## config.mk

```make
export PLATFORM = sky130hd
export DESIGN_NAME = gibbs_sampler_binary_ring
export DESIGN_NICKNAME = d
export VERILOG_FILES = /design/src/gsbr_pkg.sv /design/src/gibbs_sampler_binary_ring.sv /design/src/gsbr_ctrl.sv /design/src/gsbr_dp.sv
export SDC_FILE = /design/constraint.sdc
export NUM_CORES = 2
export LEC_CHECK = 0
export BUFFER_PORTS_ARGS = -buffer_cell sky130_fd_sc_hd__buf_4
export CAP_MARGIN = 15
export CORE_MARGIN = 4
export CORE_UTILIZATION = 45
export CTS_CLUSTER_DIAMETER = 150
export CTS_CLUSTER_SIZE = 24
export DETAILED_ROUTE_END_ITERATION = 8
export PLACE_DENSITY = 0.63
export SLEW_MARGIN = 25
export SYNTH_ARGS = -nofsm -noshare
export SYNTH_HDL_FRONTEND = slang
export SYNTH_SLANG_ARGS = --single-unit
```

## constraint.sdc

```tcl
create_clock -name clk -period 11.15 [get_ports clk]
set_clock_uncertainty 0.1 [all_clocks]
set_input_delay 3.345 -clock clk [delete_from_list [all_inputs] [get_ports clk]]
set_output_delay 3.345 -clock clk [all_outputs]
set_load 0.05 [all_outputs]
```

## src/gsbr_pkg.sv

```systemverilog
package gsbr_pkg;

    localparam int DEF_WEIGHT_BITS = 8;
    localparam int DEF_RAND_BITS   = 16;
    localparam int DEF_COUNT_BITS  = 24;

    localparam int CFG_DATA_BITS = 32;
    localparam int CFG_ADDR_BITS = 3;
    localparam int NODE_BITS     = 2;
    localparam int ASSIGN_BITS   = 4;
    localparam int EVID_BITS     = 3;

    localparam logic [CFG_DATA_BITS-1:0] RST_FACTOR_AB = 32'h0A01051E;
    localparam logic [CFG_DATA_BITS-1:0] RST_FACTOR_BC = 32'h64010164;
    localparam logic [CFG_DATA_BITS-1:0] RST_FACTOR_CD = 32'h01646401;
    localparam logic [CFG_DATA_BITS-1:0] RST_FACTOR_DA = 32'h64010164;
    localparam logic [EVID_BITS-1:0]     RST_EVIDENCE  = 3'd1;
    localparam logic [ASSIGN_BITS-1:0]   RST_INIT      = 4'd2;

    typedef enum logic [CFG_ADDR_BITS-1:0] {
        REG_FACTOR_AB = 3'd0,
        REG_FACTOR_BC = 3'd1,
        REG_FACTOR_CD = 3'd2,
        REG_FACTOR_DA = 3'd3,
        REG_EVIDENCE  = 3'd4,
        REG_INIT      = 3'd5
    } cfg_index_t;

    typedef enum logic [NODE_BITS-1:0] {
        NODE_A = 2'd0,
        NODE_B = 2'd1,
        NODE_C = 2'd2,
        NODE_D = 2'd3
    } node_t;

    // controller -> datapath
    typedef struct packed {
        logic load;     // request accepted: latch input, form weights
        logic commit;   // decide, update state, load output register
    } gsbr_cmd_t;

    // datapath -> controller
    typedef struct packed {
        logic out_free; // output register empty or being taken this cycle
    } gsbr_status_t;

endpackage

```

## src/gibbs_sampler_binary_ring.sv

```systemverilog
// Gibbs sampler over four binary nodes A-B-C-D in a ring of pairwise factors.
// Input stream: s_tdata carries a Q0.RAND_BITS uniform fraction, s_tuser the
// restart flag (reload the initial assignment, clear counts, restart at A).
// Each request visits the next node round-robin, redraws it from its two ring
// neighbors unless it is the evidence node, and returns one result on the
// output stream: visited node, assignment and the saturating A=0 / A=1 /
// sampled-step counts in m_tdata, the was-sampled flag in m_tuser.
// Configuration: cfg_we/cfg_addr/cfg_wdata write the four factor tables, the
// evidence node and the initial assignment; write only while idle.
// Flow: the weight multiply runs in the accept cycle, then the calc state
// does the product compare and state update and loads the result register
// once the output register is free; no new request is taken until then.
// Reset: factors, evidence and start values take their defaults, the counts
// clear, the assignment loads the default start values, no result is pending.
// Output stall: a waiting result holds in the output register; the block does
// not finish the next request until that register frees.
module gibbs_sampler_binary_ring
    import gsbr_pkg::*;
#(
    parameter int WEIGHT_BITS = DEF_WEIGHT_BITS,
    parameter int RAND_BITS   = DEF_RAND_BITS,
    parameter int COUNT_BITS  = DEF_COUNT_BITS
)
(
    input  logic                     clk,
    input  logic                     rst_n,
    input  logic                     cfg_we,
    input  logic [CFG_ADDR_BITS-1:0] cfg_addr,
    input  logic [CFG_DATA_BITS-1:0] cfg_wdata,
    input  logic                     s_tvalid,
    output logic                     s_tready,
    // rand_fraction
    input  logic [((RAND_BITS+7)/8)*8-1:0] s_tdata,
    // restart
    input  logic                     s_tuser,
    output logic                     m_tvalid,
    input  logic                     m_tready,
    // visited_node, assignment, a_zero_count, a_one_count, sampled_steps
    output logic [((NODE_BITS+ASSIGN_BITS+3*COUNT_BITS+7)/8)*8-1:0] m_tdata,
    // was_sampled
    output logic                     m_tuser
);

    localparam int OUT_BITS   = NODE_BITS + ASSIGN_BITS + 3 * COUNT_BITS;
    localparam int OUT_TDATA_W = ((OUT_BITS + 7) / 8) * 8;

    gsbr_cmd_t    cmd;
    gsbr_status_t status;

    logic [NODE_BITS-1:0]   visited_node;
    logic [ASSIGN_BITS-1:0] assignment;
    logic [COUNT_BITS-1:0]  a_zero_count, a_one_count, sampled_steps;
    logic [OUT_BITS-1:0]    out_packed;

    gsbr_ctrl u_ctrl (
        .clk      (clk),
        .rst_n    (rst_n),
        .in_valid (s_tvalid),
        .in_ready (s_tready),
        .status   (status),
        .cmd      (cmd)
    );

    gsbr_dp #(
        .WEIGHT_BITS (WEIGHT_BITS),
        .RAND_BITS   (RAND_BITS),
        .COUNT_BITS  (COUNT_BITS)
    ) u_dp (
        .clk           (clk),
        .rst_n         (rst_n),
        .cfg_we        (cfg_we),
        .cfg_addr      (cfg_addr),
        .cfg_wdata     (cfg_wdata),
        .rand_fraction (s_tdata[RAND_BITS-1:0]),
        .restart       (s_tuser),
        .cmd           (cmd),
        .status        (status),
        .out_ready     (m_tready),
        .out_valid     (m_tvalid),
        .visited_node  (visited_node),
        .was_sampled   (m_tuser),
        .assignment    (assignment),
        .a_zero_count  (a_zero_count),
        .a_one_count   (a_one_count),
        .sampled_steps (sampled_steps)
    );

    assign out_packed = {sampled_steps, a_one_count, a_zero_count, assignment, visited_node};
    assign m_tdata    = OUT_TDATA_W'(out_packed);

endmodule

```

## src/gsbr_ctrl.sv

```systemverilog
module gsbr_ctrl
    import gsbr_pkg::*;
(
    input  logic         clk,
    input  logic         rst_n,
    input  logic         in_valid,
    output logic         in_ready,
    input  gsbr_status_t status,
    output gsbr_cmd_t    cmd
);

    typedef enum logic [1:0] {
        S_IDLE = 2'b01,
        S_CALC = 2'b10
    } state_t;

    state_t state_reg;
    state_t state_next;

    always_comb
    begin
        in_ready   = (state_reg == S_IDLE);
        cmd.load   = 1'b0;
        cmd.commit = 1'b0;
        state_next = state_reg;
        unique case (state_reg)
            S_IDLE:
            begin
                if (in_valid)
                begin
                    cmd.load   = 1'b1;
                    state_next = S_CALC;
                end
            end
            S_CALC:
            begin
                // hold until the output register can take the result
                if (status.out_free)
                begin
                    cmd.commit = 1'b1;
                    state_next = S_IDLE;
                end
            end
            default:
            begin
                state_next = S_IDLE;
            end
        endcase
    end

    always_ff @(posedge clk or negedge rst_n)
    begin
        if (!rst_n)
            state_reg <= S_IDLE;
        else
            state_reg <= state_next;
    end

endmodule

```

## src/gsbr_dp.sv

```systemverilog
module gsbr_dp
    import gsbr_pkg::*;
#(
    parameter int WEIGHT_BITS = DEF_WEIGHT_BITS,
    parameter int RAND_BITS   = DEF_RAND_BITS,
    parameter int COUNT_BITS  = DEF_COUNT_BITS
)
(
    input  logic                     clk,
    input  logic                     rst_n,
    input  logic                     cfg_we,
    input  logic [CFG_ADDR_BITS-1:0] cfg_addr,
    input  logic [CFG_DATA_BITS-1:0] cfg_wdata,
    input  logic [RAND_BITS-1:0]     rand_fraction,
    input  logic                     restart,
    input  gsbr_cmd_t                cmd,
    output gsbr_status_t             status,
    input  logic                     out_ready,
    output logic                     out_valid,
    output logic [NODE_BITS-1:0]     visited_node,
    output logic                     was_sampled,
    output logic [ASSIGN_BITS-1:0]   assignment,
    output logic [COUNT_BITS-1:0]    a_zero_count,
    output logic [COUNT_BITS-1:0]    a_one_count,
    output logic [COUNT_BITS-1:0]    sampled_steps
);

    localparam int W_BITS    = 2 * WEIGHT_BITS;
    localparam int PROD_BITS = RAND_BITS + W_BITS + 1;
    localparam logic [COUNT_BITS-1:0] COUNT_MAX = {COUNT_BITS{1'b1}};

    function automatic logic [WEIGHT_BITS-1:0] weight_of(
        input logic [CFG_DATA_BITS-1:0] f,
        input logic [1:0]               e
    );
        logic [4*WEIGHT_BITS+CFG_DATA_BITS-1:0] ext;
        ext = {{(4*WEIGHT_BITS){1'b0}}, f};
        return ext[int'(e)*WEIGHT_BITS +: WEIGHT_BITS];
    endfunction

    function automatic logic [COUNT_BITS-1:0] sat_inc(input logic [COUNT_BITS-1:0] v);
        return (v == COUNT_MAX) ? COUNT_MAX : v + 1'b1;
    endfunction

    // configuration
    logic [CFG_DATA_BITS-1:0] factor_ab_reg, factor_bc_reg, factor_cd_reg, factor_da_reg;
    logic [EVID_BITS-1:0]     evidence_reg;
    logic [ASSIGN_BITS-1:0]   init_reg;

    always_ff @(posedge clk or negedge rst_n)
    begin
        if (!rst_n)
        begin
            factor_ab_reg <= RST_FACTOR_AB;
            factor_bc_reg <= RST_FACTOR_BC;
            factor_cd_reg <= RST_FACTOR_CD;
            factor_da_reg <= RST_FACTOR_DA;
            evidence_reg  <= RST_EVIDENCE;
            init_reg      <= RST_INIT;
        end
        else if (cfg_we)
        begin
            unique case (cfg_addr)
                REG_FACTOR_AB: factor_ab_reg <= cfg_wdata;
                REG_FACTOR_BC: factor_bc_reg <= cfg_wdata;
                REG_FACTOR_CD: factor_cd_reg <= cfg_wdata;
                REG_FACTOR_DA: factor_da_reg <= cfg_wdata;
                REG_EVIDENCE:  evidence_reg  <= cfg_wdata[EVID_BITS-1:0];
                REG_INIT:      init_reg      <= cfg_wdata[ASSIGN_BITS-1:0];
                default:       ; // drop writes beyond the register list
            endcase
        end
    end

    function automatic logic [CFG_DATA_BITS-1:0] factor_sel(
        input logic [NODE_BITS-1:0]     edge_idx,
        input logic [CFG_DATA_BITS-1:0] f_ab,
        input logic [CFG_DATA_BITS-1:0] f_bc,
        input logic [CFG_DATA_BITS-1:0] f_cd,
        input logic [CFG_DATA_BITS-1:0] f_da
    );
        logic [CFG_DATA_BITS-1:0] f;
        unique case (edge_idx)
            NODE_A:  f = f_ab;
            NODE_B:  f = f_bc;
            NODE_C:  f = f_cd;
            default: f = f_da;
        endcase
        return f;
    endfunction

    // sampler state
    logic [ASSIGN_BITS-1:0] vals_reg, vals_next;
    logic [NODE_BITS-1:0]   next_node_reg;
    logic [COUNT_BITS-1:0]  zero_reg, zero_next;
    logic [COUNT_BITS-1:0]  one_reg, one_next;
    logic [COUNT_BITS-1:0]  steps_reg, steps_next;

    // step registers between the load and commit cycles
    logic [NODE_BITS-1:0]   node_reg;
    logic                   sampled_reg;
    logic [RAND_BITS-1:0]   rand_reg;
    logic [W_BITS-1:0]      w0_reg, w1_reg;

    // load cycle: apply restart, then form the two weights
    logic [ASSIGN_BITS-1:0] vals_eff;
    logic [NODE_BITS-1:0]   node_eff, prev_node, nxt_node;
    logic                   pv, nv;
    logic [CFG_DATA_BITS-1:0] left_f, right_f;
    logic [W_BITS-1:0]      w0_calc, w1_calc;

    always_comb
    begin
        vals_eff  = restart ? init_reg : vals_reg;
        node_eff  = restart ? NODE_A : next_node_reg;
        prev_node = node_eff - 1'b1;
        nxt_node  = node_eff + 1'b1;
        pv        = vals_eff[prev_node];
        nv        = vals_eff[nxt_node];
        left_f    = factor_sel(prev_node, factor_ab_reg, factor_bc_reg,
                               factor_cd_reg, factor_da_reg);
        right_f   = factor_sel(node_eff, factor_ab_reg, factor_bc_reg,
                               factor_cd_reg, factor_da_reg);
        w0_calc   = W_BITS'(weight_of(left_f, {pv, 1'b0}))
                  * W_BITS'(weight_of(right_f, {1'b0, nv}));
        w1_calc   = W_BITS'(weight_of(left_f, {pv, 1'b1}))
                  * W_BITS'(weight_of(right_f, {1'b1, nv}));
    end

    // commit cycle: compare rand*w1 against w0*(1 - rand) (a tie gives 0, two zero weights give 1)
    logic [RAND_BITS:0]    rand_comp;
    logic [PROD_BITS-1:0]  lhs, rhs;
    logic                  new_bit;
    logic [ASSIGN_BITS-1:0] vals_upd;

    always_comb
    begin
        rand_comp = {1'b1, {RAND_BITS{1'b0}}} - {1'b0, rand_reg};
        lhs       = PROD_BITS'(rand_reg) * PROD_BITS'(w1_reg);
        rhs       = PROD_BITS'(rand_comp) * PROD_BITS'(w0_reg);
        if (w0_reg == '0 && w1_reg == '0)
            new_bit = 1'b1;
        else
            new_bit = (lhs <= rhs) ? 1'b0 : 1'b1;
        vals_upd           = vals_reg;
        vals_upd[node_reg] = new_bit;

        vals_next  = vals_reg;
        zero_next  = zero_reg;
        one_next   = one_reg;
        steps_next = steps_reg;
        if (sampled_reg)
        begin
            vals_next  = vals_upd;
            steps_next = sat_inc(steps_reg);
            if (vals_upd[NODE_A])
                one_next = sat_inc(one_reg);
            else
                zero_next = sat_inc(zero_reg);
        end
    end

    always_ff @(posedge clk or negedge rst_n)
    begin
        if (!rst_n)
        begin
            vals_reg      <= RST_INIT;
            next_node_reg <= NODE_A;
            zero_reg      <= '0;
            one_reg       <= '0;
            steps_reg     <= '0;
        end
        else if (cmd.load)
        begin
            vals_reg      <= vals_eff;
            next_node_reg <= node_eff + 1'b1;
            if (restart)
            begin
                zero_reg  <= '0;
                one_reg   <= '0;
                steps_reg <= '0;
            end
        end
        else if (cmd.commit)
        begin
            vals_reg  <= vals_next;
            zero_reg  <= zero_next;
            one_reg   <= one_next;
            steps_reg <= steps_next;
        end
    end

    always_ff @(posedge clk)
    begin
        if (cmd.load)
        begin
            node_reg    <= node_eff;
            sampled_reg <= ({1'b0, node_eff} != evidence_reg);
            rand_reg    <= rand_fraction;
            w0_reg      <= w0_calc;
            w1_reg      <= w1_calc;
        end
    end

    // output register
    logic out_valid_reg;

    always_ff @(posedge clk or negedge rst_n)
    begin
        if (!rst_n)
            out_valid_reg <= 1'b0;
        else if (cmd.commit)
            out_valid_reg <= 1'b1;
        else if (out_ready)
            out_valid_reg <= 1'b0;
    end

    always_ff @(posedge clk)
    begin
        if (cmd.commit)
        begin
            visited_node  <= node_reg;
            was_sampled   <= sampled_reg;
            assignment    <= vals_next;
            a_zero_count  <= zero_next;
            a_one_count   <= one_next;
            sampled_steps <= steps_next;
        end
    end

    assign out_valid       = out_valid_reg;
    assign status.out_free = !out_valid_reg || out_ready;

endmodule

```

==> Flow_metrics.wiki <==
{| class="wikitable"
! Metric !! Value
|-
| Run status || completed
|-
| Type of the tightest min-delay check || flop to flop
|-
| Worst rel slew slack || 33.4%
|-
| Hold violation total from the final report || 0
|-
| Kind of critical path || flop to flop
|-
| Layout cell share with drive strength beyond 1 || 11.9%
|-
| Insertion delay to the later sink of the worst-skew pair || 0.58 ns
|-
| Standard-cell rows || 106
|-
| Synth Cell Area || 0.0383 sq mm
|-
| Layout area overhead || 7.74%
|-
| Sum of routed wire length over all layers || 94900 um
|-
| Highest clock rate || 94.5 MHz
|-
| Number of remaining DRC errors || 0
|-
| Gate Count Post-Synth || 3936
|-
| Nets || 4836
|-
| Maximum Capacitance Violations || 0
|-
| GRT Resource Usage Total || 21.5%
|-
| Antenna violations before repair || 2
|-
| Number of vias after detailed routing || 28100
|-
| Count of final setup violators || 0
|-
| GRT overflow || 0
|-
| Height of the chip || 300 um
|-
| Vias in the first global route || 29000
|-
| Ys async rst share || 62.4%
|-
| Weighted congestion at the end of routability-driven global placement || 0.866
|-
| Library cell used as clock root buffer || clkbuf_16
|-
| Pin count of the biggest net entering global routing || 109
|-
| Cts bufs inserted || 19
|-
| Yosys cell types || 76
|-
| Setup repair after global routing missed its margin || no
|-
| Post-synthesis sequential area ratio || 24.4%
|-
| Wire length of the first global-routing pass || 156000 um
|-
| Data arrival, critical path || 10.80 ns
|-
| Critical path data required time || 11.37 ns
|-
| Endpoint class of the critical path || flop
|-
| Worst setup SP type || flop
|-
| Transition time at the pin with the least slew margin || 1.00 ns
|-
| Worst hold slack after final layout || 0.395 ns
|-
| Number of post-CTS setup repair buffers || 0
|-
| Fill cell instance count of the final layout || 7980
|-
| Commonest register cell after synthesis || dfrtp_1
|-
| Initial core utilization || 45.6%
|-
| Max-slew violation count || 0
|-
| Clock-pin slew on the worst setup and hold paths || 0.10 ns
|-
| Highest-delay cell along the critical path || fa_1
|-
| Final ANT Viol Nets || 0
|-
| Final worst path period share || 94.9%
|-
| TritonCTS clock tree || yes
|-
| CP most frequent cell || fa_1
|-
| Worst-case setup slack after placement || -0.201 ns
|-
| Total of buffers placed on input and output ports || 137
|-
| Diode count || 0
|-
| Count of state elements after synthesis || 346
|-
| Count of H-tree levels built during CTS || 1
|-
| Largest fanout on the critical path || 30
|-
| Cts hold-fix bufs || 0
|-
| CTS Buffer Depth || 3
|-
| Vias per inst || 5.48
|-
| # IOs || 140
|-
| Horizontal extent of the die || 300 um
|-
| Die Outline Area || 0.0899 sq mm
|-
| Per-cell routed wire length || 18.5 um
|-
| Clock tree sinks || 346
|-
| Detailed placement HPWL || 72700 um
|-
| Critical path's largest stage delay || 0.55 ns
|-
| Yosys warning total || 0
|-
| Min Tclk post-route || 10.58 ns
|-
| Std-Cell Core Area || 0.0841 sq mm
|-
| Number of synthesized flops with an enable pin || 130
|-
| Drt initial violations || 2090
|-
| Pre-Repair DR Iteration Count || 7
|-
| Post-route setup slack || 0.567 ns
|-
| Syn avg cell area || 9.74 sq um
|}
per-stage QoR:
step	std cells	utilization [%]	TNS, ns	cell area (sq um)
2_1_floorplan	3937	-	0	38300
4_1_cts	5128	49.1	0	41200
5_1_grt	5128	49.1	0	41300
3_3_place_gp	5095	48.4	0	40700
6_report	5128	49.1	0	41300
3_5_place_dp	5095	48.4	-3.34	40700
timing repair:
item	4_1_cts	5_1_grt
gates cloned	0	0
gates resized for setup	3	10
endpoints found under the setup margin	48	98
hold endpoints to repair	0	0
placed cells by master (no fill, tap or decap), types with 36 or more instances in the layout:
| master | instances |
|---|---|
| inv_1 | 678 |
| nand2_1 | 492 |
| fa_1 | 474 |
| ha_1 | 320 |
| and2_1 | 229 |
| buf_4 | 206 |
| a21oi_1 | 190 |
| dfrtp_1 | 179 |
| nor2_1 | 150 |
| mux2_2 | 136 |
| edfxtp_1 | 130 |
| xnor2_1 | 67 |
| a222oi_1 | 64 |
| o21ai_0 | 59 |
| and3_1 | 42 |
| dfstp_2 | 37 |
| nand3_1 | 36 |
worst paths after layout:
path | startpoint | endpoint | slack [ns] | cells after the start
setup / recovery | u_dp.rand_reg[2]$_DFFE_PP_ | u_dp.a_zero_count[22]$_DFFE_PP_ | 0.57 | 39
hold / removal | u_dp.next_node_reg[1]$_DFFE_PN0P_ | u_dp.next_node_reg[1]$_DFFE_PN0P_ | 0.40 | 2
setup reg to reg | u_dp.rand_reg[2]$_DFFE_PP_ | u_dp.a_zero_count[22]$_DFFE_PP_ | 0.57 | 39
hold reg to reg | u_dp.next_node_reg[1]$_DFFE_PN0P_ | u_dp.next_node_reg[1]$_DFFE_PN0P_ | 0.40 | 2
max in group asynchronous | rst_n | u_dp.factor_da_reg[20]$_DFFE_PN0P_ | 6.91 | 2
min in group asynchronous | rst_n | u_dp.zero_reg[14]$_DFFE_PN0P_ | 2.66 | 1
Yosys cell counts (25+ instances only):
master | count | share of area, %
a211oi_1 | 25 | 0.49
a21o_1 | 34 | 0.67
a21oi_1 | 190 | 2.5
a222oi_1 | 64 | 1.7
a311oi_1 | 26 | 0.59
a31oi_1 | 32 | 0.52
and2_1 | 232 | 3.8
and3_1 | 43 | 0.70
clkbuf_1 | 153 | 1.5
dfrtp_1 | 179 | 12
dfstp_2 | 37 | 2.5
edfxtp_1 | 130 | 10
fa_1 | 474 | 25
ha_1 | 323 | 11
inv_1 | 680 | 6.7
mux2_2 | 136 | 4.0
mux4_2 | 30 | 1.8
nand2_1 | 492 | 4.8
nand2b_1 | 30 | 0.49
nand3_1 | 36 | 0.47
nor2_1 | 150 | 1.5
nor2b_1 | 25 | 0.41
nor3_1 | 33 | 0.43
o21ai_0 | 59 | 0.77
xnor2_1 | 68 | 1.6
xor2_1 | 31 | 0.71
area by class of cell:
cell class / count / area [sq um] / area share, %
clock buffer: 29 / 513 / 1.24
clock inverter: 4 / 65.1 / 0.158
inverter: 680 / 2550 / 6.19
multi-input combinational: 2726 / 25800 / 62.5
sequential: 346 / 9360 / 22.6
tap: 1134 / 1420 / 3.44
timing repair buffer: 209 / 1580 / 3.84
cells by family after synthesis:
kind of cell,Yosys count,synth area share (%)
simple gates,1121,14.0
buf+inv,865,8.57
fa+ha+maj,797,35.3
compound gates,537,9.55
flops,346,24.4
mux,170,5.86
xor+xnor,99,2.26
other cells,1,0.00978
worst max-delay path: cells and delay by family (launching register included):
family          cells  cell delay [ns]
compound gates     12             2.66
xor+xnor            2             0.43
fa+ha+maj           8             3.75
buf+inv             5             0.68
flops               1             0.39
simple gates       12             2.28
layer usage:
layer	vias up	global-route usage [%]	wire, um
met2	689	36.7	45900
met3	128	2.39	4740
met5	-	0	13
li1	13000	-	-
met4	2	6.31	3030
met1	14300	29.0	41200
Power is left out: the tool's default activity adds up to more than one toggle a clock period on the data nets, which glitch-free logic cannot reach.
